### src/sv/ptat_pkg.sv
// Shared types and constants for the page table address translator.
package ptat_pkg;

  localparam int ADDR_W     = 32;
  localparam int SHIFT_W    = 5;
  localparam int CFG_CNT_W  = 9;
  localparam int CFG_DATA_W = 9;
  localparam int CFG_IDX_W  = 2;
  localparam int EPAGE_W    = 8;
  localparam int EFRAME_W   = 8;
  localparam int OP_W       = 2;
  localparam int STATUS_W   = 3;

  typedef enum logic [OP_W-1:0] {
    OP_WRITE   = 2'd0,
    OP_LOOKUP  = 2'd1,
    OP_REVERSE = 2'd2
  } op_t;

  typedef enum logic [STATUS_W-1:0] {
    ST_OK         = 3'd0,
    ST_RANGE      = 3'd1,
    ST_UNASSIGNED = 3'd2,
    ST_NOT_MAPPED = 3'd3,
    ST_BAD        = 3'd4
  } status_t;

  localparam logic [CFG_IDX_W-1:0] CFG_PAGE_SHIFT  = 2'd0;
  localparam logic [CFG_IDX_W-1:0] CFG_PAGE_COUNT  = 2'd1;
  localparam logic [CFG_IDX_W-1:0] CFG_FRAME_LIMIT = 2'd2;

  localparam logic [SHIFT_W-1:0]   RST_PAGE_SHIFT  = 5'd12;
  localparam logic [CFG_CNT_W-1:0] RST_PAGE_COUNT  = 9'd256;
  localparam logic [CFG_CNT_W-1:0] RST_FRAME_LIMIT = 9'd256;

  typedef struct packed {
    logic [OP_W-1:0]     opcode;
    logic [ADDR_W-1:0]   address;
    logic [EPAGE_W-1:0]  entry_page;
    logic [EFRAME_W-1:0] entry_frame;
    logic                entry_assigned;
  } in_t;

  typedef struct packed {
    logic [ADDR_W-1:0]   result_address;
    logic [STATUS_W-1:0] status;
  } out_t;

  // Control part of a token walking down the cell row
  typedef struct packed {
    logic              vld;
    logic [OP_W-1:0]   op;
    logic              done;
    status_t           status;
    logic              assigned;
    logic [ADDR_W-1:0] off;
  } tok_ctl_t;

endpackage

### src/sv/ptat_emit.sv
// Exit stage: form the translated address and hold the result word.
module ptat_emit #(
  parameter int KEY_W = 9
) (
  input  logic                         clk,
  input  logic                         rst_n,
  input  logic                         adv,
  input  logic [ptat_pkg::SHIFT_W-1:0] page_shift,
  input  ptat_pkg::tok_ctl_t           ctl_in,
  input  logic [KEY_W-1:0]             key_in,
  output logic                         out_valid,
  output ptat_pkg::out_t               out_word
);
  import ptat_pkg::*;

  logic              out_valid_r;
  out_t              out_word_r;
  out_t              out_word_nxt;
  logic              give_addr;

  // Only successful translations carry an address
  assign give_addr = (ctl_in.status == ST_OK) && (ctl_in.op != OP_WRITE);

  always_comb begin
    out_word_nxt.status         = ctl_in.status;
    out_word_nxt.result_address = give_addr ?
        ((ADDR_W'(key_in) << page_shift) + ctl_in.off) : '0;
  end

  // Hold the word until taken
  always_ff @(posedge clk) begin
    if (!rst_n) begin
      out_valid_r <= 1'b0;
    end else if (adv) begin
      out_valid_r <= ctl_in.vld;
      out_word_r  <= out_word_nxt;
    end
  end

  assign out_valid = out_valid_r;
  assign out_word  = out_word_r;

endmodule

### config.mk
export PLATFORM = sky130hd
export DESIGN_NAME = ptat_emit
export DESIGN_NICKNAME = d
export VERILOG_FILES = /design/src/sv/ptat_pkg.sv /design/src/sv/ptat_emit.sv
export SDC_FILE = /design/constraint.sdc
export NUM_CORES = 1
export LEC_CHECK = 0
export BUFFER_PORTS_ARGS = -buffer_cell sky130_fd_sc_hd__buf_2
export CAP_MARGIN = 20
export CORE_MARGIN = 4
export CORE_UTILIZATION = 45
export CTS_BUF_LIST = sky130_fd_sc_hd__clkbuf_4 sky130_fd_sc_hd__clkbuf_8
export CTS_CLUSTER_DIAMETER = 60
export CTS_CLUSTER_SIZE = 28
export DETAILED_ROUTE_END_ITERATION = 16
export PLACE_DENSITY = 0.74
export SKIP_CTS_REPAIR_TIMING = 1
export SYNTH_ARGS = -nofsm -noshare
export SYNTH_HDL_FRONTEND = slang
export SYNTH_SLANG_ARGS = --single-unit
### constraint.sdc
create_clock -name clk -period 4.56 [get_ports clk]
set_clock_uncertainty 0.05 [all_clocks]
set_input_delay 0.456 -clock clk [delete_from_list [all_inputs] [get_ports clk]]
set_output_delay 0.456 -clock clk [all_outputs]
set_load 0.005 [all_outputs]
* After elaboration in Yosys (flattened, before gate mapping)
Cells that the tools add are included.
Word-level totals: register bits after elaboration 36, bits in latches 0, memory bits (writable) 0, ROM bits 0, input port bits 57, output and inout port bits 36, logic and storage cells 9, memories kept 0
Cells by class: add/subtract/negate cells 1, multipliers 0, div/mod/pow operators 0, magnitude comparators 0, equal/unequal tests 0, shift operators 1, muxes and demuxes 0, bitwise operators 0, reductions and logical operators 4
Operator list (number):
- adder 32 bit | 1
- left shift 9 x 5 -> 32 bit | 1
- logical NOT 3 bit | 1
- AND reduction 2 bit | 1
- nonzero test 2 bit | 1
- logical AND 1 bit | 1

* Logic depth before layout (Yosys ltp)
word-level depth 2, mapped depth 17, gate-level depth less buffers 14

* Least setup slack after synthesis
OpenSTA, ideal clock, no wires.
path kind input-to-reg, start in page_shift[1] (netlist name), end reg out_word_r, in the netlist out_word[29], data pin, setup time 0.260 ns, arrival time 3.397 ns, data required time 4.250 ns, slack 0.852 ns, stages on the path 16, path buffers 2, cell sequence buf_6 -> clkbuf_1 -> mux2_2 -> nor2_1 -> a21oi_1 -> a21oi_1 -> mux2i_1 -> and2_1 -> ha_1 -> a21o_1 -> a21o_1 -> or2_2 -> a22oi_2 -> a31oi_1 -> a21oi_1 -> mux2i_1
On the way: longest elaborated chain between the ends 2
RTL lines:
- from (decl) | line ptat_emit.sv:8 | input logic [ptat_pkg::SHIFT_W-1:0] page_shift,
- left shift 9 x 5 -> 32 bit | line ptat_emit.sv:27 | ((ADDR_W'(key_in) << page_shift) + ctl_in.off) : '0;
- adder 32 bit | line ptat_emit.sv:27
- to (signal assigned) | line ptat_emit.sv:36 | out_word_r <= out_word_nxt;
- to (decl) | line ptat_emit.sv:17 | out_t out_word_r;
No other way between the ends. A chain may end at the register's enable or synchronous reset.

* Worst setup path in the final report
start in page_shift[1] (netlist name), end reg out_word_r, in the netlist out_word[26], data pin
Same word-level chain as after synthesis.

==> results.cfg <==
[drt]
first_pass_iters = 5
drc = 0
ant_nets = 0
route.vias.total = 3534
wl_per_cell_um = 16.35
viasPerCell = 5.822
drt_wl_total_um = 9926
first_iter_violations = 283

[yosys]
async_reset_ff_share_pct = 0
ys_seq_area_share_pct = 29.51
synth_edf_count = 35
netlist_area_um2 = 3630
synth-seq-cells = 36
synth_cells = 426
ys_types = 60
yosysWarningCount = 0
synth_ff_type = edfxtp_1
syn_avg_cell_area_um2 = 8.520
synth_top_area_share_pct = 28.96
synth_top_area_cell = edfxtp_1
synth_nets = 515
synthTopCellsByArea = edfxtp_1 29%, ha_1 11%, nor2_1 4.8%, a21oi_1 4.6%, mux2i_1 3.9%

[floorplanning]
die_h_um = 97.81
pin_count = 93
die_w_um = 97.81
initial_utilization_pct = 46.73
coreArea_um2 = 7767
die_area_um2 = 9567
placementRows = 32

[clock_tree]
cts_tree = done
cts_buffer_depth = 2
cts.sinks = 36
numCtsBuffers = 5
insertion_delay_ns = 0.28
root_buffer = clkbuf_8
h-tree-depth = 2
clk_pin_slew_worst_paths_ns = 0.07

[worst_setup_path]
cp.required_ns = 4.52
cp.arrival_ns = 3.89
critical_path_class = in2reg
end_kind = register
worstSetupStartpointType = input pin
cp_max_fo = 15

[pwr]
power.density_nw_per_um2 = 242.8
pwr-share-comb_pct = 35.2
internal_power_mw = 0.6984
clkPwrFrac_pct = 27.2
p_sw_mw = 0.3322
p_sw_share_pct = 32.23
p_leak_nw = 1.810
pwr-share-seq_pct = 37.6
p_total_mw = 1.031
ir_drop_mv = 0.09753

[placed_design]
placed_cells = 599
dp_hpwl_um = 8102
placed_area_um2 = 4133
place.gp.congestion = 0.9525
port_buffers = 90

[job]
drv_cap = 0

[worst_hold_path]
hold_class = in2reg

[layout]
diodes = 0
layout.nets = 593
drive_above_1_share_pct = 22.97
area_growth_pct = 16.93
final_cells = 607
final_cell_area_um2 = 4244

[global_route]
grt_pass1_vias = 3372
grt_max_degree = 36
grt_overflow = 0
grt_pass1_wl_um = 16460
antenna_found_initial = 0
grt_use_total_pct = 20.88

[status]
status = finished, final reports clean

[timing]
rsz0062_at_grt = no
period_minus_slack_ns = 3.936
setup_viol = 0
tns_ns = 0
max_freq_ghz = 0.2541
tightest_slew_ns = 0.9674
hold_viol = 0
final_max_slew_viol_count = 0
holdWs_ns = 0.3291
slew_headroom_pct = 35.50
fin_crit_sh_pct = 86.31
-- path summary, 6_finish.rpt --
check	start	slack, ns	depth (start not counted)	to
hold / removal	ctl_in[35]	0.33	1	out_word[2]
setup reg to reg	out_valid	3.92	2	out_valid
hold reg to reg	out_valid	0.48	2	out_valid
setup / recovery	page_shift[1]	0.62	14	out_word[26]
-- critical path, stage by stage --
cell      delay, ns
buf_2          0.26
mux2_2         0.38
o21ai_0        0.36
mux2i_1        0.17
nor2_1         0.15
a211oi_1       0.10
ha_1           0.38
a21oi_1        0.25
o21ai_0        0.15
a31oi_1        0.34
nand4_1        0.32
a41oi_1        0.33
xnor2_1        0.17
nor2_1         0.06
-- Yosys cell counts, types with 14 or more instances --
library cell / count
nor2_1: 46
ha_1: 31
nand2_1: 32
a21oi_1: 33
and2_1: 15
o21ai_0: 17
mux2i_1: 14
nor3_1: 18
clkbuf_1: 16
a21o_1: 14
edfxtp_1: 35
-- per-stage QoR --
stage / setup slack (ns) / util [%]
2_1_floorplan: 0.8522 / -
3_3_place_gp: 0.4341 / 53.21
3_5_place_dp: 0.3710 / 53.21
4_1_cts: 0.6791 / 54.64
5_1_grt: 0.2944 / 54.64
6_report: 0.6245 / 54.64
-- layout by cell type (no fill, tap or decap), drive strengths merged, types with 2 or more instances in the layout --
cell type | synthesis | layout
xor2 | 9 | 9
buf | 5 | 92
nor2b | 2 | 2
nand3b | 3 | 3
and3 | 3 | 3
xnor2 | 6 | 6
o21bai | 3 | 3
o21ai | 17 | 17
nor3b | 3 | 3
o211a | 2 | 2
nor3 | 18 | 18
nand2 | 32 | 32
nand2b | 4 | 4
a21oi | 34 | 34
nand3 | 12 | 12
and2 | 15 | 15
ha | 31 | 31
o22a | 4 | 4
nor2 | 47 | 47
o211ai | 2 | 2
or3 | 2 | 2
inv | 12 | 12
o221ai | 2 | 2
a21boi | 3 | 3
mux2i | 14 | 14
a21o | 14 | 14
nor4 | 2 | 2
mux2 | 6 | 6
edfxtp | 35 | 35
a31oi | 11 | 11
nand4 | 12 | 12
clkbuf | 16 | 6
a211oi | 10 | 10
o21a | 9 | 9
o22ai | 9 | 9
-- final cells by class --
class	count	area (um^2)
multi-input cells	357	2424
fillers	761	3523
inverters	12	45.04
clock inverters	2	35.03
flip-flops and latches	36	1071
repair buffers	92	465.4
well taps	102	127.6
clock buffers	6	76.32
-- kinds of logic (layout without fill, tap and decap cells) --
logic type	Yosys count	count (layout)	share of synthesized area, %
simple gates	159	159	21.51
compound gates	130	130	23.75
flops	36	36	29.51
buf+inv	33	112	3.723
fa+ha+maj	32	32	11.24
mux	21	21	6.446
xor+xnor	15	15	3.826
-- registers in the layout, indices dropped and copies added, names as in the netlist --
name / flops
out_valid: 1
out_word: 35
-- power by group through the flow --
| stage | registers (mW) | logic [mW] | clock network (mW) |
|---|---|---|---|
| final | 0.388 | 0.363 | 0.280 |
| after global routing | 0.390 | 0.402 | 0.303 |
| after floorplan | 0.400 | 0.243 | 0 |
| after CTS | 0.388 | 0.358 | 0.286 |
| after global placement | 0.395 | 0.352 | 0 |
| after detailed placement | 0.396 | 0.356 | 0 |
-- per-layer routing --
layer  vias to the layer above  part of all wire (%)  track usage, %
li1                       1774                     -               -
met1                      1603                    47           29.20
met2                       139                    44           32.68
met3                        18                   6.4           3.429
met4                         0                   2.5           7.455
met5                         -                     0               0
No activity file was read; power rests on OpenSTA's default activity.
