File: config.mk
export PLATFORM = sky130hd
export DESIGN_NAME = ptat_cell
export DESIGN_NICKNAME = d
export VERILOG_FILES = /design/src/sv/ptat_pkg.sv /design/src/sv/ptat_cell.sv
export SDC_FILE = /design/constraint.sdc
export NUM_CORES = 1
export LEC_CHECK = 0
export BUFFER_PORTS_ARGS = -buffer_cell sky130_fd_sc_hd__buf_2
export CAP_MARGIN = 20
export CORE_MARGIN = 2
export CORE_UTILIZATION = 45
export CTS_BUF_LIST = sky130_fd_sc_hd__clkbuf_4
export CTS_CLUSTER_SIZE = 20
export DETAILED_ROUTE_END_ITERATION = 12
export GPL_TIMING_DRIVEN = 1
export PLACE_DENSITY_LB_ADDON = 0.08
export SLEW_MARGIN = 0
export SYNTH_ARGS = -nofsm -noshare
export SYNTH_HDL_FRONTEND = slang
export SYNTH_SLANG_ARGS = --single-unit
File: constraint.sdc
create_clock -name clk -period 2 [get_ports clk]
set_input_delay 0.1 -clock clk [delete_from_list [all_inputs] [get_ports clk]]
set_output_delay 0.1 -clock clk [all_outputs]
set_load 0.1 [all_outputs]
File: src/sv/ptat_pkg.sv
// Shared types and constants for the page table address translator.
package ptat_pkg;

  localparam int ADDR_W     = 32;
  localparam int SHIFT_W    = 5;
  localparam int CFG_CNT_W  = 9;
  localparam int CFG_DATA_W = 9;
  localparam int CFG_IDX_W  = 2;
  localparam int EPAGE_W    = 8;
  localparam int EFRAME_W   = 8;
  localparam int OP_W       = 2;
  localparam int STATUS_W   = 3;

  typedef enum logic [OP_W-1:0] {
    OP_WRITE   = 2'd0,
    OP_LOOKUP  = 2'd1,
    OP_REVERSE = 2'd2
  } op_t;

  typedef enum logic [STATUS_W-1:0] {
    ST_OK         = 3'd0,
    ST_RANGE      = 3'd1,
    ST_UNASSIGNED = 3'd2,
    ST_NOT_MAPPED = 3'd3,
    ST_BAD        = 3'd4
  } status_t;

  localparam logic [CFG_IDX_W-1:0] CFG_PAGE_SHIFT  = 2'd0;
  localparam logic [CFG_IDX_W-1:0] CFG_PAGE_COUNT  = 2'd1;
  localparam logic [CFG_IDX_W-1:0] CFG_FRAME_LIMIT = 2'd2;

  localparam logic [SHIFT_W-1:0]   RST_PAGE_SHIFT  = 5'd12;
  localparam logic [CFG_CNT_W-1:0] RST_PAGE_COUNT  = 9'd256;
  localparam logic [CFG_CNT_W-1:0] RST_FRAME_LIMIT = 9'd256;

  typedef struct packed {
    logic [OP_W-1:0]     opcode;
    logic [ADDR_W-1:0]   address;
    logic [EPAGE_W-1:0]  entry_page;
    logic [EFRAME_W-1:0] entry_frame;
    logic                entry_assigned;
  } in_t;

  typedef struct packed {
    logic [ADDR_W-1:0]   result_address;
    logic [STATUS_W-1:0] status;
  } out_t;

  // Control part of a token walking down the cell row
  typedef struct packed {
    logic              vld;
    logic [OP_W-1:0]   op;
    logic              done;
    status_t           status;
    logic              assigned;
    logic [ADDR_W-1:0] off;
  } tok_ctl_t;

endpackage

File: src/sv/ptat_cell.sv
// One page table cell: holds one entry and serves the token passing by.
module ptat_cell #(
  parameter int IDX        = 0,
  parameter int FRAME_BITS = 8,
  parameter int KEY_W      = 9,
  parameter int CNT_W      = 9
) (
  input  logic                  clk,
  input  logic                  rst_n,
  input  logic                  adv,
  input  logic [CNT_W-1:0]      npages,
  input  ptat_pkg::tok_ctl_t    ctl_in,
  input  logic [KEY_W-1:0]      key_in,
  input  logic [FRAME_BITS-1:0] frm_in,
  output ptat_pkg::tok_ctl_t    ctl_r,
  output logic [KEY_W-1:0]      key_r,
  output logic [FRAME_BITS-1:0] frm_r
);
  import ptat_pkg::*;

  logic                  ent_vld_r;
  logic                  ent_vld_nxt;
  logic [FRAME_BITS-1:0] ent_frm_r;
  logic [FRAME_BITS-1:0] ent_frm_nxt;
  tok_ctl_t              ctl_nxt;
  logic [KEY_W-1:0]      key_nxt;
  logic                  live;
  logic                  idx_hit;
  logic                  wr_hit;
  logic                  frm_hit;

  assign live    = ctl_in.vld && !ctl_in.done;
  assign idx_hit = key_in == KEY_W'(IDX);
  assign wr_hit  = live && (ctl_in.op == OP_WRITE) && idx_hit;
  assign frm_hit = ent_vld_r && (KEY_W'(ent_frm_r) == key_in) && (CNT_W'(IDX) < npages);

  // Serve the token against this entry
  always_comb begin
    ctl_nxt     = ctl_in;
    key_nxt     = key_in;
    ent_vld_nxt = ent_vld_r;
    ent_frm_nxt = ent_frm_r;
    if (live) begin
      unique case (ctl_in.op)
        OP_WRITE: begin
          if (idx_hit) begin
            ent_vld_nxt  = ctl_in.assigned;
            ent_frm_nxt  = ctl_in.assigned ? frm_in : '0;
            ctl_nxt.done = 1'b1;
          end
        end
        OP_LOOKUP: begin
          if (idx_hit) begin
            ctl_nxt.done = 1'b1;
            if (ent_vld_r) begin
              ctl_nxt.status = ST_OK;
              key_nxt        = KEY_W'(ent_frm_r);
            end else begin
              ctl_nxt.status = ST_UNASSIGNED;
            end
          end
        end
        OP_REVERSE: begin
          if (frm_hit) begin
            ctl_nxt.done   = 1'b1;
            ctl_nxt.status = ST_OK;
            key_nxt        = KEY_W'(IDX);
          end
        end
        default: begin
          ctl_nxt.done = 1'b1;
        end
      endcase
    end
  end

  // Hand the token to the next cell and update the entry
  always_ff @(posedge clk) begin
    if (!rst_n) begin
      ctl_r.vld <= 1'b0;
      ent_vld_r <= 1'b0;
    end else if (adv) begin
      ctl_r     <= ctl_nxt;
      key_r     <= key_nxt;
      frm_r     <= frm_in;
      ent_vld_r <= ent_vld_nxt;
      ent_frm_r <= ent_frm_nxt;
    end
  end

  a_done_sticky : assert property (@(posedge clk) disable iff (!rst_n)
    adv && ctl_in.vld && ctl_in.done |=> ctl_r.done)
    else $error("finished token reopened in cell");

  a_entry_write_only : assert property (@(posedge clk) disable iff (!rst_n)
    !(adv && wr_hit) |=> $stable(ent_vld_r))
    else $error("entry changed without a matching write");

  a_lookup_served : assert property (@(posedge clk) disable iff (!rst_n)
    adv && live && (ctl_in.op == OP_LOOKUP) && idx_hit |=> ctl_r.done && ctl_r.vld)
    else $error("lookup passed its page cell unserved");

endmodule

After elaboration in Yosys (flattened, before gate mapping)

Index checks and enable logic that the tools add are counted.

Logic and storage cells: 35
Register bits: 66
Input port bits: 69

Equality and inequality tests: 3
Muxes and demuxes: 12
$lt $le $gt $ge: 1
Reductions and logical operators: 9

Operator list:

| cell                 | count |
|---|---|
| $mux W9              | 4 |
| $pmux W9 S2          | 1 |
| $mux W4              | 3 |
| $eq A8 B9 Y1         | 1 |
| $logic_not A9 Y1     | 1 |
| $lt A1 B9 Y1 const A | 1 |
| $pmux W3 S2          | 1 |
| $reduce_and A5 Y1    | 1 |
| $reduce_and A4 Y1    | 1 |
| $logic_and A1 B1 Y1  | 3 |
| $pmux W1 S3          | 1 |
| $eq A2 B1 Y1 const B | 1 |
| $eq A2 B2 Y1 const B | 1 |
| $logic_not A2 Y1     | 1 |
| $mux W2              | 1 |
| $reduce_and A2 Y1    | 1 |
| $logic_not A1 Y1     | 1 |
| $mux W1              | 1 |

Depth between registers and ports, before layout

Gate-level depths: netlist (run 1).

Depth after elaboration: 6
Gate-level depth with buffers: 7
Depth with buffers taken out: 6

Worst setup path after synthesis (run 1)

Ideal clock, no wire load.

Path type: input -> register
Start: in adv
End: reg ctl_r[0] (netlist name) (enable)
Setup slack: 152 ps
Buffers on the path: 0
Data arrival time: 1428 ps
Cell stages on the path: 1
Setup time: 419 ps
Cells stage by stage: and2_1

Word-level cells in the longest chain between the ends: 1

Ends and longest elaborated chain:

| what                        | RTL line        | source |
|---|---|---|
| start: declaration          | ptat_cell.sv:10 | `input logic adv,` |
| $reduce_and A2 Y1 (no line) | --              |  |
| end signal: assignment      | ptat_cell.sv:83 | `ctl_r <= ctl_nxt;` |
| end: declaration            | ptat_cell.sv:15 | `output ptat_pkg::tok_ctl_t ctl_r,` |

Every way passes these cells.
A chain may end at the register's enable or synchronous reset.

==> results.yml, run 1 <==
drt:
  postRouteAntennaNets: 0
  drc: 0
  wl_met1_mm: 2.36
  first_pass_iters: 4
  wire_per_inst_um: 14.8
  first_iter_violations: 48
  drt-total-wl_mm: 6.00
  viasPerCell: 4.74
  route.vias.total: 1926
  top_layer: "met4"
  wl_met3_um: 459
  wl_met2_mm: 3.06
clock_network:
  postCtsSetupBuffers: 0
  htreeDepth: 3
  root_buffer: "clkbuf_4"
  clkSlewWorstSetupHoldPaths_ns: 0.10
  clkSinkCount: 66
  clk_path_buf_depth: 2
  cts_made_buffers: 9
  cts_tree: "built"
  clk_latency_ns: 0.39
worst_setup_path:
  cp_max_fo: 4
  r2r_setup_slack_ns: 0.10
  cp-end-kind: "register"
  crit_path_end: "ctl_r[35]"
  r2r-end: "ctl_r[35]"
  r2r-start: "ent_frm_r[7]"
  critPathLaunch: "ent_frm_r[7]"
  start_kind: "register"
  cp_data_required_time_ns: 2.12
  crit_type: "register to register"
  crit_arrival_ns: 2.01
  r2r_cells: 4
sta:
  hold_viol_final: 0
  fmax_mhz: 527
  setup_viol: 0
  maxSlewHeadroom_pct: 53.3
  finalCriticalPeriod_ns: 1.90
  slew_violations: 0
  period_share_pct: 94.8
  skew_ns: 0.00521
  tightest_slew_ns: 0.691
  grt_setup_unrepaired: "true"
global_route:
  grt_first_pass_wirelength_mm: 8.87
  antenna_found_initial: 0
  grt.total_usage_pct: 19.1
  grt_pass1_vias: 1909
  overflow: 0
  grt_max_degree: 37
floorplanning:
  dieArea_um2: 6250
  ios: 126
  fp-row-count: 27
  die_h_um: 79.1
  start_util_pct: 46.3
  die_w_um: 79.1
  core_um2: 5470
layout:
  nets: 403
  finish.utilization_pct: 70.5
  layout_common_cells: "buf_2 (125), edfxtp_1 (64), dlygate4sd3_1 (45)"
  synthToLayoutAreaGrowth_pct: 52.1
  insertedDiodeCount: 0
  drive_gt1_share_pct: 44.9
  final_common_cell: "buf_2"
  finalInstanceArea_um2: 3860
logic_synthesis:
  syn_inst: 146
  synth_flop_cell: "edfxtp_1"
  avgSynthCellArea_um2: 17.4
  syn-num-nets: 219
  yosys_warnings: 0
  synth_mux_area_share_pct: 1.23
  synth_top_family_by_area: "simple AND/OR/NAND/NOR gates"
  synth-compound-area-share_pct: 5.97
  synth_simple_gate_area_share_pct: 9.92
  synth_cell_types: 32
  synthAdderAreaFrac_pct: 1.97
  synth-seq-area-share_pct: 77.4
  synthXorXnorAreaFrac_pct: 2.76
  ys_seq_elements: 66
  synth-edff-count: 64
  synthArstFlopShare_pct: 0
  netlist_area_um2: 2530
power_and_ir_drop:
  ir_drop_uv: 519
  p_comb_share_pct: 26.6
  pwr-share-seq_pct: 48.5
  p_switching_mw: 1.16
  p_int_mw: 2.19
  clock_power_share_pct: 24.9
  power_leakage_nw: 1.59
  p_sw_share_pct: 34.5
  power.density_nw_per_um2: 868
placement:
  port-buffer-count: 125
  place_area_um2: 3280
  place_hpwl_mm: 3.88
  place.gp.congestion: 0.802
min_path:
  hold_path.class: "input port to register"
job:
  cap_viol_max_count: 0
outcome:
  status: "finished, final reports clean"
[cell type report]
cell class	count	area, µm²
timing repair buffer	174	1110
clock buffer	11	82.6
tap	72	90.1
inverter	4	15.0
multi-input combinational	75	557
fill	392	1620
clock inverter	4	43.8
sequential	66	1960
[state kept, by name (all words and copies together) (netlist names)]
name       count
ctl_r         40
ent_frm_r      8
ent_vld_r      1
frm_r          8
key_r          9
[per-stage QoR]
step / setup WS [ns] / hold slack [ns] / power [mW] / TNS (ns) / cells
final: 0.103 / 0.0258 / 3.35 / 0 / 406
after global routing: -0.0256 / 0.0278 / 3.45 / -0.0745 / 406
after CTS: 0.0916 / 0.00455 / 3.37 / 0 / 406
after detailed placement: 0.158 / 0.278 / 2.47 / 0 / 346
after global placement: 0.177 / 0.276 / 2.46 / 0 / 346
after floorplan: 0.152 / 0.199 / 2.30 / 0 / 146
[power by group through the flow]
| stage | combinational, mW | sequential [mW] | clock (mW) |
|---|---|---|---|
| after floorplan | 0.0691 | 2.23 | 0 |
| after global placement | 0.812 | 1.65 | 0 |
| after detailed placement | 0.818 | 1.65 | 0 |
| after CTS | 0.887 | 1.62 | 0.858 |
| after global routing | 0.919 | 1.63 | 0.900 |
| final | 0.889 | 1.62 | 0.834 |
[Yosys cell counts, types with 2 or more instances]
cell type	instances	area share, %
a211oi_1	7	2.1
nor4bb_1	2	0.79
inv_1	4	0.59
and2_1	10	2.5
nand2_1	2	0.30
edfxtp_1	64	76
a21oi_1	10	2.0
nor3_1	2	0.39
nor2_1	6	0.89
nand3b_1	2	0.59
nand4_1	2	0.49
nand3_1	2	0.39
a21boi_0	2	0.59
xnor2_1	8	2.8
mux2i_1	2	0.79
dfxtp_1	2	1.6
ha_1	4	2.0
[per-layer routing]
layer / vias to the layer above / global-route usage [%]
li1: 946 / -
met1: 880 / 20.2
met2: 86 / 34.9
met3: 14 / 4.89
met4: 0 / 9.83
met5: - / 0
[worst max-delay path, stage by stage, from the launching register on]
cell,delay [ns]
edfxtp_1,0.42
xnor2_1,0.17
nand3_1,0.15
o41ai_1,0.71
a21boi_0,0.18
[cell families after synthesis]
group                    count (synthesis)
flip-flops                              66
AND/OR/NAND/NOR                         37
AO/OA/AOI/OAI                           23
XOR/XNOR                                 8
buffers and inverters                    5
adder cells (fa/ha/maj)                  4
multiplexers                             3
[worst min path at each step]
stage	depth (start not counted)	start	slack, ns	endpoint
6_report	3	ctl_in[34]	0.03	ctl_r[34]
5_1_grt	2	ctl_in[36]	0.03	ctl_r[36]
4_1_cts	3	ctl_in[34]	0.005	ctl_r[34]
3_5_place_dp	1	ctl_in[25]	0.28	ctl_r[25]
3_3_place_gp	1	ctl_in[7]	0.28	ctl_r[7]
2_1_floorplan	0	ctl_in[0]	0.20	ctl_r[0]
[repair_timing]
action,4_1_cts,5_1_grt
resized for setup,0,1
hold buffers,45,0
endpoints found under the hold margin,53,0
endpoints found under the setup margin,0,9
Power figures use the tool's default switching activity.
==> run 2: changes to the inputs <==
ABC_AREA = 1   (was not set)
CAP_MARGIN = 15   (was 20)
SLEW_MARGIN = 20   (was 0)
==> run 2 against run 1 <==
Global-route usage shrank 0.78 points. Clock skew grew 0.0093 ns. Critical endpoint is now ent_frm_r[0]. Register-to-register slack improved by 0.42 ns. Synthesized area increased by 7.9%. Combinational power up 1%. Critical path depth up 6. Highest routed layer unchanged. Utilization down 0.95 points.
==> results.yml, run 2 <==
clock_network:
  cts_tree: "built"
  htreeDepth: 3
  clk_latency_ns: 0.39
  cts_made_buffers: 9
  root_buffer: "clkbuf_4"
  clk_path_buf_depth: 2
  clkSlewWorstSetupHoldPaths_ns: 0.10
  clkSinkCount: 66
worst_setup_path:
  start_kind: "input port"
  cp_max_fo: 8
  crit_type: "input port to register"
  critPathLaunch: "key_in[5]"
  cp-end-kind: "register"
  cp_data_required_time_ns: 2.09
  crit_arrival_ns: 1.69
  r2r-start: "ent_frm_r[5]"
logic_synthesis:
  ys_seq_elements: 66
  synth-edff-count: 64
  syn-num-nets: 311
  yosys_warnings: 0
  synth_area_leader_cell: "edfxtp_1"
  avgSynthCellArea_um2: 11.5
  netlist_area_um2: 2740
  synthArstFlopShare_pct: 0
  synth_flop_cell: "edfxtp_1"
  yosys.area.top_type_share_pct: 70.2
  synth_cell_types: 21
  post-synth-top-count-cell: "nand2_1"
  synth-seq-area-share_pct: 71.7
  syn_inst: 238
  synth_common_cells: "nand2_1 (81), edfxtp_1 (64), inv_1 (35)"
  ys_top_cells_by_area: "edfxtp_1 (70%), nand2_1 (11%), inv_1 (4.8%), nor2_1 (2.1%), nand3_1 (2.0%)"
layout:
  top_regs: "ctl_r x40, key_r x9"
  nets: 500
  drive_gt1_share_pct: 36.3
  final_common_cell: "buf_2"
  finish.utilization_pct: 69.5
  top_register: "ctl_r"
  largest_register_ffs: 40
  synthToLayoutAreaGrowth_pct: 49.5
  insertedDiodeCount: 0
  fillers: 441
  layout_common_cells: "buf_2 (125), nand2_1 (81), edfxtp_1 (64)"
job:
  cap_viol_max_count: 0
drt:
  viasPerCell: 4.40
  route.vias.total: 2222
  drc: 0
  drt-total-wl_mm: 6.04
  first_iter_violations: 61
  wire_per_inst_um: 12.0
  postRouteAntennaNets: 0
  first_pass_iters: 4
sta:
  maxSlewHeadroom_pct: 66.8
  finalCriticalPeriod_ns: 1.60
  skew_ns: 0.0146
  hold_viol_final: 0
  grt_setup_unrepaired: "false"
  slew_violations: 0
  fmax_mhz: 626
  tightest_slew_ns: 0.497
  setup_viol: 0
  fin_tns_setup_ns: 0
  period_share_pct: 79.9
power_and_ir_drop:
  power.density_nw_per_um2: 776
  ir_drop_uv: 562
  power_leakage_nw: 1.98
  p_total_mw: 3.17
placement:
  place_hpwl_mm: 4.24
  port-buffer-count: 125
  place.gp.congestion: 0.851
global_route:
  grt_first_pass_wirelength_mm: 8.96
  overflow: 0
  grt.total_usage_pct: 18.3
  antenna_found_initial: 0
  grt_max_degree: 36
  grt_pass1_vias: 2093
outcome:
  status: "finished, final reports clean"
floorplanning:
  fp-row-count: 28
  core_um2: 5890
  dieArea_um2: 6720
  start_util_pct: 46.5
  die_h_um: 82.0
  ios: 126
  die_w_um: 82.0
min_path:
  hold_path.class: "input port to register"
  hold_start: "key_in[6]"
## run 2: changes by cell type after synthesis, moves of 3 or more
cell and change:
a211oi_1 -7, nand3_1 +9, xnor2_1 -8, nand2_1 +79, inv_2 +4, and2_1 -10, a21oi_1 -6, inv_1 +31
nor2_2 +3, nor2_1 +9, nand2_2 +3
## run 2: what timing repair did
action                                 CTS  global route
setup endpoints to repair                0             0
buffers inserted                         0             0
resized for setup                        0             0
endpoints found under the hold margin   58             0
hold buffers                            52             0
## run 2: final timing paths
path | depth (start not counted) | slack (ns) | to
setup / recovery | 10 | 0.40 | ent_frm_r[0]
hold / removal | 3 | 0.04 | key_r[6]
setup reg to reg | 10 | 0.52 | key_r[4]
hold reg to reg | 4 | 0.69 | key_r[2]
## run 2: routing by layer
layer	share of wire, %	global-route usage [%]	up-vias
met5	0	0	-
met4	3.0	12.2	0
met3	8.5	5.38	15
met2	49	30.7	85
met1	40	20.1	977
li1	-	-	1145
## run 2: through the flow
step / setup slack (ns) / hold slack (ns) / std cells / cell area [µm²]
6_report: 0.403 / 0.0352 / 505 / 4090
3_3_place_gp: 0.545 / 0.276 / 439 / 3480
4_1_cts: 0.433 / 0.00537 / 505 / 4090
3_5_place_dp: 0.541 / 0.278 / 439 / 3480
2_1_floorplan: 0.361 / 0.199 / 238 / 2740
5_1_grt: 0.325 / 0.0184 / 505 / 4090
## run 2: area by class of cell
cell class | count | area (µm²) | share of cell area, %
Multi-Input combinational cell | 131 | 618 | 15.1
Sequential cell | 66 | 1960 | 48.0
Inverter | 40 | 153 | 3.73
Timing Repair Buffer | 179 | 1170 | 28.7
Clock buffer | 9 | 67.6 | 1.65
Clock inverter | 5 | 23.8 | 0.581
Tap cell | 75 | 93.8 | 2.29
## run 2: kinds of logic (layout without fill, tap and decap cells)
family | count (synthesis) | after routing | share of synthesized area, %
flops | 66 | 66 | 71.7
fa+ha+maj | 4 | 4 | 1.83
simple gates | 120 | 120 | 19.3
compound gates | 7 | 7 | 1.46
buf+inv | 41 | 233 | 5.72
## run 2: critical path, stage by stage
cell	delay [ns]
dlygate4sd3_1	0.53
buf_2	0.14
inv_2	0.08
nand4_1	0.13
nor2_2	0.13
nand2_2	0.12
inv_2	0.11
nand2_1	0.08
nor2_1	0.09
buf_4	0.17
## run 2: where the power goes
group          internal, mW  switching (mW)
Clock                 0.228           0.423
Sequential             1.60          0.0170
Combinational         0.195           0.706
Total                  2.03            1.15
