$ cat config.mk
export PLATFORM = sky130hd
export DESIGN_NAME = ptat_decode
export DESIGN_NICKNAME = d
export VERILOG_FILES = /design/src/sv/ptat_pkg.sv /design/src/sv/ptat_decode.sv
export SDC_FILE = /design/constraint.sdc
export NUM_CORES = 1
export LEC_CHECK = 0
export BUFFER_PORTS_ARGS = -buffer_cell sky130_fd_sc_hd__buf_2
export CORE_UTILIZATION = 51
export DETAILED_ROUTE_END_ITERATION = 8
export PLACE_DENSITY_LB_ADDON = 0.12
export SETUP_SLACK_MARGIN = 0.15
export SYNTH_ARGS = -nofsm -noshare
export SYNTH_HDL_FRONTEND = slang
export SYNTH_SLANG_ARGS = --single-unit
$ cat constraint.sdc
create_clock -name clk -period 6 [get_ports clk]
set_input_delay 0.6 -clock clk [delete_from_list [all_inputs] [get_ports clk]]
set_output_delay 0.6 -clock clk [all_outputs]
set_load 0.02 [all_outputs]
$ cat src/sv/ptat_pkg.sv
// Shared types and constants for the page table address translator.
package ptat_pkg;

  localparam int ADDR_W     = 32;
  localparam int SHIFT_W    = 5;
  localparam int CFG_CNT_W  = 9;
  localparam int CFG_DATA_W = 9;
  localparam int CFG_IDX_W  = 2;
  localparam int EPAGE_W    = 8;
  localparam int EFRAME_W   = 8;
  localparam int OP_W       = 2;
  localparam int STATUS_W   = 3;

  typedef enum logic [OP_W-1:0] {
    OP_WRITE   = 2'd0,
    OP_LOOKUP  = 2'd1,
    OP_REVERSE = 2'd2
  } op_t;

  typedef enum logic [STATUS_W-1:0] {
    ST_OK         = 3'd0,
    ST_RANGE      = 3'd1,
    ST_UNASSIGNED = 3'd2,
    ST_NOT_MAPPED = 3'd3,
    ST_BAD        = 3'd4
  } status_t;

  localparam logic [CFG_IDX_W-1:0] CFG_PAGE_SHIFT  = 2'd0;
  localparam logic [CFG_IDX_W-1:0] CFG_PAGE_COUNT  = 2'd1;
  localparam logic [CFG_IDX_W-1:0] CFG_FRAME_LIMIT = 2'd2;

  localparam logic [SHIFT_W-1:0]   RST_PAGE_SHIFT  = 5'd12;
  localparam logic [CFG_CNT_W-1:0] RST_PAGE_COUNT  = 9'd256;
  localparam logic [CFG_CNT_W-1:0] RST_FRAME_LIMIT = 9'd256;

  typedef struct packed {
    logic [OP_W-1:0]     opcode;
    logic [ADDR_W-1:0]   address;
    logic [EPAGE_W-1:0]  entry_page;
    logic [EFRAME_W-1:0] entry_frame;
    logic                entry_assigned;
  } in_t;

  typedef struct packed {
    logic [ADDR_W-1:0]   result_address;
    logic [STATUS_W-1:0] status;
  } out_t;

  // Control part of a token walking down the cell row
  typedef struct packed {
    logic              vld;
    logic [OP_W-1:0]   op;
    logic              done;
    status_t           status;
    logic              assigned;
    logic [ADDR_W-1:0] off;
  } tok_ctl_t;

endpackage

$ cat src/sv/ptat_decode.sv
// Entry stage: split the address, range check, and build the token.
module ptat_decode #(
  parameter int FRAME_BITS = 8,
  parameter int KEY_W      = 9,
  parameter int CNT_W      = 9
) (
  input  logic                      clk,
  input  logic                      rst_n,
  input  logic                      adv,
  input  logic                      in_valid,
  input  ptat_pkg::in_t             in_word,
  input  logic [ptat_pkg::SHIFT_W-1:0]   page_shift,
  input  logic [CNT_W-1:0]               npages,
  input  logic [ptat_pkg::CFG_CNT_W-1:0] frame_limit,
  output ptat_pkg::tok_ctl_t        ctl_r,
  output logic [KEY_W-1:0]          key_r,
  output logic [FRAME_BITS-1:0]     frm_r
);
  import ptat_pkg::*;

  logic [ADDR_W-1:0]     hi;
  logic [ADDR_W-1:0]     off_mask;
  logic                  frame_fits;
  logic                  write_ok;
  tok_ctl_t              ctl_nxt;
  logic [KEY_W-1:0]      key_nxt;
  logic [FRAME_BITS-1:0] frm_nxt;

  // Split address into page or frame number and offset
  assign hi       = in_word.address >> page_shift;
  assign off_mask = ~({ADDR_W{1'b1}} << page_shift);

  // Check a write against the page and frame limits
  assign frame_fits = (in_word.entry_frame >> FRAME_BITS) == '0;
  assign write_ok   = (CNT_W'(in_word.entry_page) < npages) &&
                      (!in_word.entry_assigned ||
                       ((CFG_CNT_W'(in_word.entry_frame) < frame_limit) && frame_fits));

  always_comb begin
    ctl_nxt.vld      = in_valid;
    ctl_nxt.op       = in_word.opcode;
    ctl_nxt.done     = 1'b1;
    ctl_nxt.status   = ST_BAD;
    ctl_nxt.assigned = in_word.entry_assigned;
    ctl_nxt.off      = in_word.address & off_mask;
    key_nxt          = KEY_W'(hi);
    frm_nxt          = FRAME_BITS'(in_word.entry_frame);
    unique case (in_word.opcode)
      OP_WRITE: begin
        key_nxt = KEY_W'(in_word.entry_page);
        if (write_ok) begin
          ctl_nxt.done   = 1'b0;
          ctl_nxt.status = ST_OK;
        end
      end
      OP_LOOKUP: begin
        if (hi >= ADDR_W'(npages)) begin
          ctl_nxt.status = ST_RANGE;
        end else begin
          ctl_nxt.done   = 1'b0;
          ctl_nxt.status = ST_UNASSIGNED;
        end
      end
      OP_REVERSE: begin
        if (hi >= ADDR_W'(frame_limit)) begin
          ctl_nxt.status = ST_RANGE;
        end else begin
          ctl_nxt.done   = 1'b0;
          ctl_nxt.status = ST_NOT_MAPPED;
        end
      end
      default: begin
        ctl_nxt.done   = 1'b1;
        ctl_nxt.status = ST_BAD;
      end
    endcase
  end

  // Load the token when the row advances
  always_ff @(posedge clk) begin
    if (!rst_n) begin
      ctl_r.vld <= 1'b0;
    end else if (adv) begin
      ctl_r <= ctl_nxt;
      key_r <= key_nxt;
      frm_r <= frm_nxt;
    end
  end

endmodule

# --- After elaboration in Yosys (flattened, before gate mapping) ---
# Index checks and enable logic that the tools add are counted.
totals:
  word_cells: 31
  in_bits: 78
  reg_bits: 57
op_classes:
  n_lt_le_gt_ge: 4
  reduce_logical: 5
  n_shift: 2
  bitwise: 2
  mux: 7
  eq_ne: 2
ops:
  columns: ["operator", "count"]
  rows:
  - ["$ge A32 B9 Y1", 2]
  - ["$and A32 B32 Y32", 1]
  - ["$not A32 Y32", 1]
  - ["$shl A32 B5 Y32 const A", 1]
  - ["$shr A32 B5 Y32", 1]
  - ["$lt A8 B9 Y1", 2]
  - ["$pmux W4 S3", 1]
  - ["$mux W8", 1]
  - ["$mux W2", 2]
  - ["$mux W4", 1]
  - ["$eq A2 B1 Y1 const B", 1]
  - ["$eq A2 B2 Y1 const B", 1]
  - ["$logic_not A2 Y1", 1]
  - ["$mux W1", 2]
  - ["$reduce_and A2 Y1", 1]
  - ["$logic_and A1 B1 Y1", 1]
  - ["$logic_not A1 Y1", 1]
  - ["$logic_or A1 B1 Y1", 1]

# --- Logic depth before layout (Yosys ltp) ---
# Gate-level depths: netlist of the first run.
depth:
  ltp_word: 5
  ltp_mapped: 20
  ltp_nobuf: 16

# --- Worst setup path after synthesis of the first run ---
# OpenSTA, ideal clock, no wires.
synth_path:
  path_type: "input port to flip-flop"
  start: "input page_shift[0] (netlist name)"
  end: "register ctl_r[36] (netlist name), data pin"
  required_time_ns: 5.739
  setup_time_ns: 0.261
  path_stages: 20
  n_path_buf: 5
  slack_ns: 1.937
  arrival_ns: 3.802
  cell_sequence: "buf_6 -> buf_4 -> buf_2 -> buf_2 -> buf_2 -> mux2i_1 -> nor2_1 -> a21oi_1 -> mux2i_1 -> o211ai_1 -> o21a_1 -> ha_1 -> nand2b_1 -> a21o_1 -> a21o_1 -> a21oi_1 -> o21ai_0 -> a31oi_1 -> a211oi_1 -> a311o_1"
synth_between:
  elab_chain_len: 4
  elab_cells_between_ends: 6
synth_lines:
  columns: ["element", "line_no", "rtl"]
  rows:
  - ["from (decl)", "ptat_decode.sv:12", "input logic [ptat_pkg::SHIFT_W-1:0] page_shift,"]
  - ["$shr A32 B5 Y32 (*)", "ptat_decode.sv:30", "assign hi = in_word.address >> page_shift;"]
  - ["$ge A32 B9 Y1, on equally long branches", "ptat_decode.sv:65, ptat_decode.sv:57", null]
  - ["$mux W1, on equally long branches", "ptat_decode.sv:65, ptat_decode.sv:57", null]
  - ["$pmux W4 S3 (*)", "ptat_decode.sv:48", "unique case (in_word.opcode)"]
  - ["to (signal assigned)", "ptat_decode.sv:84", "ctl_r <= ctl_nxt;"]
  - ["to (decl)", "ptat_decode.sv:15", "output ptat_pkg::tok_ctl_t ctl_r,"]
# Every way passes the cells marked *; elsewhere a longest branch is shown, timed or not.
# A chain may end at the register's enable or synchronous reset.

# --- Worst setup path in the final report of the first run ---
# Same ends and word-level chain as after synthesis.

==> reports/summary.txt, run 1 <==
Status = completed
Reg2reg start = ctl_r[39]$_SDFFE_PN0P_
Top post-synthesis cells by area = edfxtp_1, mux4_2, ha_1, mux2i_1, a21oi_1
Diode count = 0
Final Cell Area = 5590 sq um
Worst setup EP type = flop
DRC = 0
Crit path DAT = 4.66 ns
Setup Crit Path Kind = in -> reg
Clock root cell = clkbuf_8
Yosys top cell by area = edfxtp_1
Worst Hold Depth = 1
Slew Viols, Final = 0
Clock buffer depth = 2
Overall Global Routing Usage = 0.264
Post-Route WL = 13.0 mm
Hold buffers post-CTS = 0
CTS tree = yes
Min-Delay Endpoint = frm_r[2]$_DFFE_PP_
Worst Tran Pin Value = 1.07 ns
Final hold violations = 0
Startpoint types = input port
Synth warn = 0
Placed Area = 5490 sq um
Hold crit path type = in -> reg
Drt via density = 6.16
Area Overhead vs Synth = 15.9%
PD cells = 191 nW/um^2
Syn_area_per_cell = 10.3 sq um
Pin count of the biggest net entering global routing = 56
Worst hold slack = 0.473 ns
Met3 WL = 970 microns
DR iter-0 viols = 297
CTS resizes = 0
WP data required = 6.08 ns
Share of layout cells above drive strength 1 = 0.330
Synth top area share = 0.343
DR WL met2 = 6.06 mm
Initial antenna violation count = 0
Post-Route Skew = 0 ns
Row count = 35
HP Start = in_word[3]
Clock sinks = 56
TritonRoute pass-1 iters = 5
Total number of vias = 4223
Synthesized area = 4820 sq um
Core area = 9200 sq um
Fin crit period = 4.58 ns
H-tree Lvls = 2
Post-synth EDFFs = 55
DP Worst Slack = 1.09 ns
R2R Setup Slk = 5.41 ns
Crit Reg-Reg Endpoint = ctl_r[39]$_SDFFE_PN0P_
Crit-path max FO = 45
Setup ws final = 1.42 ns
# IOs = 135
Post-CTS Setup Repair Bufs = 0
Reg2Reg Depth = 2
Highest clock rate = 218 MHz
Final nets = 684
Antenna viol nets, final = 0
Port Buf Inserts = 133
Max Used Layer = met4
Die width = 99.2 microns
GP Congestion = 0.958
Max Cap Viol = 0
Final setup violation count = 0
Setup Total Neg Slack = 0 ns
Die area = 9840 sq um
RSZ-0062 raised after global routing = no
Seq/Total Area, Yosys = 0.347
Vias in the first global route = 3942
Synth cell types = 59
DR WL/cell = 18.9 microns
DPL Wire Length = 9.67 mm
WL met1 = 5.78 mm
Worst skew pair latency = 0.31 ns
First-pass GRT wire length = 20.3 mm
Crit share post-route = 0.763
Leakage = 2.44 nW
Slew headroom = 0.290
Clock transition at path regs = 0.11 ns
Ys async rst share = 0
Synth Register Bits = 56
Syn_nets = 576
Remaining global-route overflow = 0
Initial Utilization = 0.524
Cells after Synth = 466
Die Height = 99.2 microns
TritonCTS Buffers = 5
VDD IR-drop max = 0.125 mV
Synth Flop Type = edfxtp_1
## through the flow
stage / power (mW) / cells / utilization
detailed placement: 0.844 / 678 / 0.597
CTS: 1.07 / 686 / 0.607
finish: 1.07 / 686 / 0.607
global route: 1.12 / 686 / 0.607
global placement: 0.835 / 678 / 0.597
floorplan: 0.729 / 466 / -
## cells by family (layout without fill, tap and decap cells)
family | after synthesis | in the layout | share of synthesized area
compound gates | 120 | 120 | 0.166
simple gates | 120 | 120 | 0.119
mux | 76 | 76 | 0.230
buf+inv | 61 | 170 | 0.0538
flops | 56 | 56 | 0.347
fa+ha+maj | 32 | 32 | 0.0831
other cells | 1 | 1 | 0.000778
## cells in the final DEF (no fill, tap or decap), types with 2 or more instances in the layout
| cell | n |
|---|---|
| o21ai_0 | 12 |
| a31oi_1 | 8 |
| edfxtp_1 | 55 |
| clkbuf_8 | 6 |
| a21boi_0 | 4 |
| nor2_1 | 32 |
| a211oi_1 | 8 |
| mux2_4 | 2 |
| o211ai_1 | 4 |
| inv_1 | 24 |
| and2_1 | 4 |
| mux2_1 | 6 |
| mux2i_1 | 30 |
| a2111oi_0 | 6 |
| o22ai_1 | 2 |
| a21oi_1 | 35 |
| nand2b_1 | 6 |
| nor3_1 | 5 |
| a21o_1 | 13 |
| nor2b_1 | 17 |
| and3_1 | 7 |
| or3_1 | 2 |
| ha_1 | 32 |
| mux2_2 | 13 |
| o21bai_1 | 2 |
| nand3_1 | 4 |
| o21a_1 | 7 |
| buf_4 | 4 |
| nand2_1 | 36 |
| buf_2 | 133 |
| mux4_2 | 25 |
| o31ai_1 | 2 |
| o21ai_1 | 2 |
## power breakdown
group          switching, mW  total, mW  internal (mW)
Clock                  0.130      0.225         0.0949
Combinational          0.218      0.372          0.154
Sequential           0.00637      0.468          0.462
## cell type report
class	count	area, sq um
fillers	791	3610
multi-input cells	349	2890
flip-flops and latches	56	1670
repair buffers	137	696
well taps	111	139
inverters	25	93.8
clock buffers	6	82.6
clock inverters	2	13.8
## synth_stat cells (8+ instances only)
master,n
edfxtp_1,55
nand2_1,36
a21oi_1,35
ha_1,32
nor2_1,32
mux2i_1,30
mux4_2,25
inv_1,24
clkbuf_1,20
nor2b_1,17
a21o_1,13
mux2_2,13
o21ai_0,12
a211oi_1,8
a31oi_1,8
## worst max-delay path by stage
stage / startpoint / endpoint / slack [ns] / depth (start not counted)
after floorplan: page_shift[0] / ctl_r[36]$_SDFFCE_PN1P_ / 1.94 / 20
after global placement: page_shift[0] / ctl_r[36]$_SDFFCE_PN1P_ / 1.24 / 14
after detailed placement: page_shift[0] / ctl_r[36]$_SDFFCE_PN1P_ / 1.09 / 14
after CTS: page_shift[0] / ctl_r[36]$_SDFFCE_PN1P_ / 1.43 / 14
after global routing: page_shift[0] / ctl_r[36]$_SDFFCE_PN1P_ / 1.18 / 14
final: page_shift[0] / ctl_r[36]$_SDFFCE_PN1P_ / 1.42 / 14
## state kept, by name, indices dropped and copies added (netlist names)
signal,flops
ctl_r,39
key_r,9
frm_r,8
## worst max-delay path, cell delays in order
cell,delay (ns)
buf_2,0.78
buf_4,0.41
mux2_4,0.34
mux4_2,0.51
o211ai_1,0.18
o31ai_1,0.15
ha_1,0.31
a21o_1,0.15
a21o_1,0.17
a21oi_1,0.17
o21ai_0,0.14
a31oi_1,0.25
a211oi_1,0.14
a311o_1,0.33
## routing by layer
layer	up-vias	GRT usage
met2	220	0.409
met3	17	0.0443
li1	1986	-
met1	2000	0.385
met4	0	0.0724
met5	-	0
Power figures use the tool's default switching activity.
==> run 2: changes to the inputs <==
--- a/config.mk
+++ b/config.mk
@@ -5,6 +5,7 @@
 export SDC_FILE = /design/constraint.sdc
 export NUM_CORES = 1
 export LEC_CHECK = 0
+export ABC_AREA = 1
 export BUFFER_PORTS_ARGS = -buffer_cell sky130_fd_sc_hd__buf_2
 export CORE_UTILIZATION = 51
 export DETAILED_ROUTE_END_ITERATION = 8
==> constraint.sdc (replaced) <==
create_clock -name clk -period 4.5 [get_ports clk]
set_input_delay 0.45 -clock clk [delete_from_list [all_inputs] [get_ports clk]]
set_output_delay 0.45 -clock clk [all_outputs]
set_load 0.02 [all_outputs]
==> run 2 against run 1 <==
Compared with the run above:
- non-clock buffer count fell by 1
- sequential power increased by 33%
- routed wire length shrank 2.5%
- utilization is 0.27 points higher
- clock skew unchanged
- sequential share of layout area up 1.6 points
- synthesized cell count is 33% higher
==> reports/summary.txt, run 2 <==
Clock buffer depth = 2
Most common cell in the netlist = nand2_1
Area Overhead vs Synth = 16.3%
GP Congestion = 0.905
DP Cell Count = 835
DPL Wire Length = 9.98 mm
WP data required = 4.57 ns
Crit path DAT = 3.68 ns
Switching Fraction = 0.359
Post-Route WL = 12.7 mm
PD cells = 259 nW/um^2
# fillers = 839
Diode count = 0
Cells after Synth = 618
Synth warn = 0
Power Internal = 0.880 mW
Startpoint types = input port
Sequential power share = 0.454
Synth Flop Type = edfxtp_1
Seq/Total Area, Yosys = 0.367
Net Switching = 0.494 mW
Synthesized area = 4550 sq um
Vias in the first global route = 4244
Post-synth EDFFs = 55
Placed Area = 5200 sq um
Antenna viol nets, final = 0
Pin count of the biggest net entering global routing = 56
Final Cell Area = 5290 sq um
Syn_area_per_cell = 7.37 sq um
Largest register FFs = 39
Hold buffers post-CTS = 0
Setup Crit Path Kind = in -> reg
Yosys top cell by area = edfxtp_1
DRC = 0
Synth top area share = 0.363
Worst setup EP type = flop
Status = completed
DR iter-0 viols = 299
Clock Power Share = 0.214
Worst hold slack = 0.327 ns
TritonCTS Buffers = 5
Commonest non-fill, non-tap cells in the layout = nand2_1, buf_2, nand3_1
Fin crit period = 3.61 ns
Clock root cell = clkbuf_8
# IOs = 135
Port Buf Inserts = 133
Register name with the most flops = ctl_r
First-pass GRT wire length = 20.0 mm
Setup ws final = 0.890 ns
CTS resizes = 0
Final setup violation count = 0
Share of layout cells above drive strength 1 = 0.226
Remaining global-route overflow = 0
Post-synth top cells = nand2_1, nand3_1, inv_1
Total number of vias = 4666
Clock transition at path regs = 0.11 ns
Slew headroom = 0.233
Final nets = 844
Ys async rst share = 0
H-tree Lvls = 2
DR WL/cell = 15.0 microns
RSZ-0062 raised after global routing = no
DP Worst Slack = 0.641 ns
Top post-synthesis cells by area = edfxtp_1, nand2_1, nand3_1, ha_1, inv_1
Synth Register Bits = 56
Drt via density = 5.53
Setup Total Neg Slack = 0 ns
Top flop regs = ctl_r (39), key_r (9), frm_r (8)
Worst skew pair latency = 0.31 ns
Most common cell after layout, fill and taps aside = nand2_1
TritonRoute pass-1 iters = 5
Die area = 9310 sq um
VDD IR-drop max = 0.166 mV
Max Cap Viol = 0
Initial antenna violation count = 0
Synth cell types = 40
Overall Global Routing Usage = 0.279
Comb pwr share = 0.333
Hold crit path type = in -> reg
Die width = 96.5 microns
Fin cells = 843
Core area = 8680 sq um
Slew Viols, Final = 0
Syn_nets = 728
Die Height = 96.5 microns
Clock sinks = 56
Initial Utilization = 0.525
Crit-path max FO = 45
CTS tree = yes
Row count = 34
Final hold violations = 0
Highest clock rate = 277 MHz
Post-Route Skew = 0 ns
Worst Tran Pin Value = 1.15 ns
Leakage = 2.60 nW
Post-CTS Setup Repair Bufs = 0
Crit share post-route = 0.802
[run 2: metal layers]
layer  global-route usage  vias up  wire length [microns]
met4                0.102        0                    357
li1                     -     2332                      -
met1                0.401     2078                   5800
met3               0.0368       31                   1020
met2                0.428      225                   5490
met5                    0        -                      0
[run 2: logic make-up after synthesis]
| logic type | after synthesis | synth area share |
|---|---|---|
| buffers and inverters | 88 | 0.0885 |
| AOI/OAI and AO/OA | 82 | 0.103 |
| muxes | 1 | 0.00220 |
| DFF | 56 | 0.367 |
| and+or+nand+nor | 358 | 0.350 |
| adders and majority gates | 32 | 0.0879 |
| other | 1 | 0.000824 |
[run 2: final timing paths]
path | from | to | slack (ns) | cells after the start
hold reg to reg | ctl_r[39]$_SDFFE_PN0P_ | ctl_r[39]$_SDFFE_PN0P_ | 0.55 | 2
setup reg to reg | ctl_r[39]$_SDFFE_PN0P_ | ctl_r[39]$_SDFFE_PN0P_ | 3.88 | 2
hold / removal | in_word[3] | frm_r[2]$_DFFE_PP_ | 0.33 | 1
setup / recovery | page_shift[0] | ctl_r[36]$_SDFFCE_PN1P_ | 0.89 | 21
[run 2: critical path, cell delays in order]
cell      delay [ns]
buf_2           0.57
inv_4           0.30
nand2_1         0.16
nand3_1         0.10
nand3_1         0.16
o21ai_0         0.13
a221oi_1        0.35
o21ai_0         0.19
inv_1           0.15
ha_1            0.16
inv_1           0.04
a21oi_1         0.10
o21ai_0         0.09
nand2_1         0.07
nand4_1         0.07
nand2_1         0.07
nand3b_1        0.07
nor2_1          0.21
nand2_1         0.08
nand2_1         0.07
nand3_1         0.08
[run 2: final cells by class]
cell class / instances / area, sq um / area share
tap: 108 / 135 / 0.0255
clock inverter: 2 / 16.3 / 0.00307
multi-input combinational: 474 / 2480 / 0.468
timing repair buffer: 136 / 688 / 0.130
clock buffer: 6 / 72.6 / 0.0137
inverter: 61 / 231 / 0.0437
sequential: 56 / 1670 / 0.316
[run 2: power by group through the flow]
| stage | combinational [mW] | clock [mW] | sequential (mW) |
|---|---|---|---|
| after floorplan | 0.262 | 0 | 0.685 |
| after global placement | 0.445 | 0 | 0.634 |
| after detailed placement | 0.452 | 0 | 0.635 |
| after CTS | 0.454 | 0.295 | 0.624 |
| after global routing | 0.516 | 0.313 | 0.628 |
| final | 0.457 | 0.294 | 0.623 |
[run 2: per-stage QoR]
| stage | utilization | power [mW] |
|---|---|---|
| 2_1_floorplan | - | 0.948 |
| 3_3_place_gp | 0.600 | 1.08 |
| 3_5_place_dp | 0.600 | 1.09 |
| 4_1_cts | 0.610 | 1.37 |
| 5_1_grt | 0.610 | 1.46 |
| 6_report | 0.610 | 1.37 |
==> run 3: changes to the inputs <==
--- a/config.mk
+++ b/config.mk
@@ -7,7 +7,7 @@
 export LEC_CHECK = 0
 export ABC_AREA = 1
 export BUFFER_PORTS_ARGS = -buffer_cell sky130_fd_sc_hd__buf_2
-export CORE_UTILIZATION = 51
+export CORE_UTILIZATION = 48
 export DETAILED_ROUTE_END_ITERATION = 8
 export PLACE_DENSITY_LB_ADDON = 0.12
 export SETUP_SLACK_MARGIN = 0.15
==> constraint.sdc (replaced) <==
create_clock -name clk -period 3.21 [get_ports clk]
set_input_delay 0.321 -clock clk [delete_from_list [all_inputs] [get_ports clk]]
set_output_delay 0.321 -clock clk [all_outputs]
set_load 0.02 [all_outputs]
==> run 3 against run 2 <==
Compared with the run above:
- clock power up 36%
- cell count up 3.0%
- non-clock buffer count up 22
- flip-flop and latch count unchanged
- critical path type unchanged
- highest routed layer unchanged
==> reports/summary.txt, run 3 (same netlist as run 2, synthesis figures left out) <==
Status = completed
Reg2Reg Depth = 2
Top flop regs = ctl_r (39), key_r (9), frm_r (8)
Startpoint types = input port
RSZ-0062 raised after global routing = no
Hold crit path type = in -> reg
Clock root cell = clkbuf_8
CP Cell Sequence = buf_2 -> inv_4 -> nand2_1 -> nand3_1 -> nand3_1 -> nand2_1 -> o21ai_2 -> o21ai_0 -> ha_1 -> nand2_1 -> nor2_1 -> nand4_1 -> nand4_1 -> nand2_1 -> nand3b_1 -> nor2_1 -> nand2_1 -> nand2_1 -> nand3_1
Slew Viols, Final = 0
# IOs = 135
GP Congestion = 0.968
DPL Wire Length = 11.0 mm
Crit share post-route = 0.856
Register name with the most flops = ctl_r
Worst Tran Pin Value = 1.12 ns
Slew headroom = 0.251
Clock transition at path regs = 0.11 ns
Final setup violation count = 0
Clock sinks = 56
Highest clock rate = 364 MHz
H-tree Lvls = 2
First-pass GRT wire length = 22.1 mm
Reg2reg start = ctl_r[39]$_SDFFE_PN0P_
Vias in the first global route = 4359
R2R Setup Slk = 2.58 ns
Worst hold slack = 0.190 ns
Drt via density = 5.53
Post-layout util = 0.598
Most common cell after layout, fill and taps aside = nand2_1
Die width = 99.4 microns
Antenna viol nets, final = 0
Die area = 9880 sq um
TritonCTS Buffers = 5
Fin cells = 868
Worst skew pair latency = 0.31 ns
Share of layout cells above drive strength 1 = 0.248
Crit-path max FO = 24
Initial antenna violation count = 0
Crit Reg-Reg Endpoint = ctl_r[39]$_SDFFE_PN0P_
Pin count of the biggest net entering global routing = 56
DP Worst Slack = 0.0467 ns
Clock buffer depth = 2
Max Cap Viol = 0
Port Buf Inserts = 133
Post-Route WL = 13.6 mm
Final nets = 866
Total number of vias = 4796
Worst setup EP type = flop
CP peak stage delay = 0.43 ns
Row count = 35
Setup Crit Path Kind = in -> reg
Crit-path most repeated cell = nand2_1
Remaining global-route overflow = 0
DP Cell Count = 860
Min-Delay Endpoint = ctl_r[39]$_SDFFE_PN0P_
Largest register FFs = 39
Worst Hold Depth = 2
DR WL/cell = 15.7 microns
Total power = 1.96 mW
Slowest stage cell, crit path = o21ai_0
Die Height = 99.4 microns
Post-CTS Setup Repair Bufs = 0
Setup Total Neg Slack = 0 ns
Crit path max-delay family = simple AND/OR/NAND/NOR gates
Diode count = 0
Final hold violations = 0
Leakage = 2.72 nW
Post-Route Skew = 0 ns
PD cells = 357 nW/um^2
WP data required = 3.29 ns
Core area = 9200 sq um
VDD IR-drop max = 0.163 mV
Crit path DAT = 2.83 ns
Fin crit period = 2.75 ns
CTS tree = yes
Placed Area = 5410 sq um
DR iter-0 viols = 352
Worst path bufs/invs = 2
Commonest non-fill, non-tap cells in the layout = nand2_1, buf_2, nand3_1
Overall Global Routing Usage = 0.282
Area Overhead vs Synth = 20.8%
Final Cell Area = 5500 sq um
TritonRoute pass-1 iters = 5
Initial Utilization = 0.495
HP Start = adv
DRC = 0
Setup ws final = 0.462 ns
## run 3: cell count changes in the layout (fill, tap and decap cells not counted), sizes merged
cell and change:
buf +22
## run 3: final cells by class
class / instances / area [sq um]
sequential: 56 / 1670
inverter: 61 / 231
clock inverter: 2 / 16.3
timing repair buffer: 158 / 891
clock buffer: 6 / 72.6
tap: 111 / 139
multi-input combinational: 474 / 2480
fill: 913 / 3700
## run 3: timing repair
| action | 4_1_cts | 5_1_grt |
|---|---|---|
| resized for setup | 0 | 2 |
| setup endpoints to repair | 0 | 2 |
| hold buffers | 0 | 0 |
## run 3: routing by layer
layer  routed length, microns  global-route usage
met1                     6530               0.422
met2                     6110               0.444
met3                      899              0.0330
met4                       93              0.0498
met5                        0                   0
## run 3: worst max-delay path by stage
stage	start	to	slack (ns)	cells after the start
floorplan	page_shift[4]	ctl_r[36]$_SDFFCE_PN1P_	0.55	19
global placement	page_shift[0]	ctl_r[36]$_SDFFCE_PN1P_	0.08	19
detailed placement	page_shift[0]	ctl_r[36]$_SDFFCE_PN1P_	0.05	19
CTS	page_shift[0]	ctl_r[36]$_SDFFCE_PN1P_	0.39	19
global route	page_shift[0]	ctl_r[36]$_SDFFCE_PN1P_	0.19	19
finish	page_shift[0]	ctl_r[36]$_SDFFCE_PN1P_	0.46	19
## run 3: power breakdown
group / internal [mW] / total (mW) / switching [mW] / leakage, nW
Sequential: 0.863 / 0.874 / 0.0106 / 0.499
Combinational: 0.244 / 0.688 / 0.444 / 2.18
Clock: 0.156 / 0.401 / 0.245 / 0.0414
Total: 1.26 / 1.96 / 0.700 / 2.72
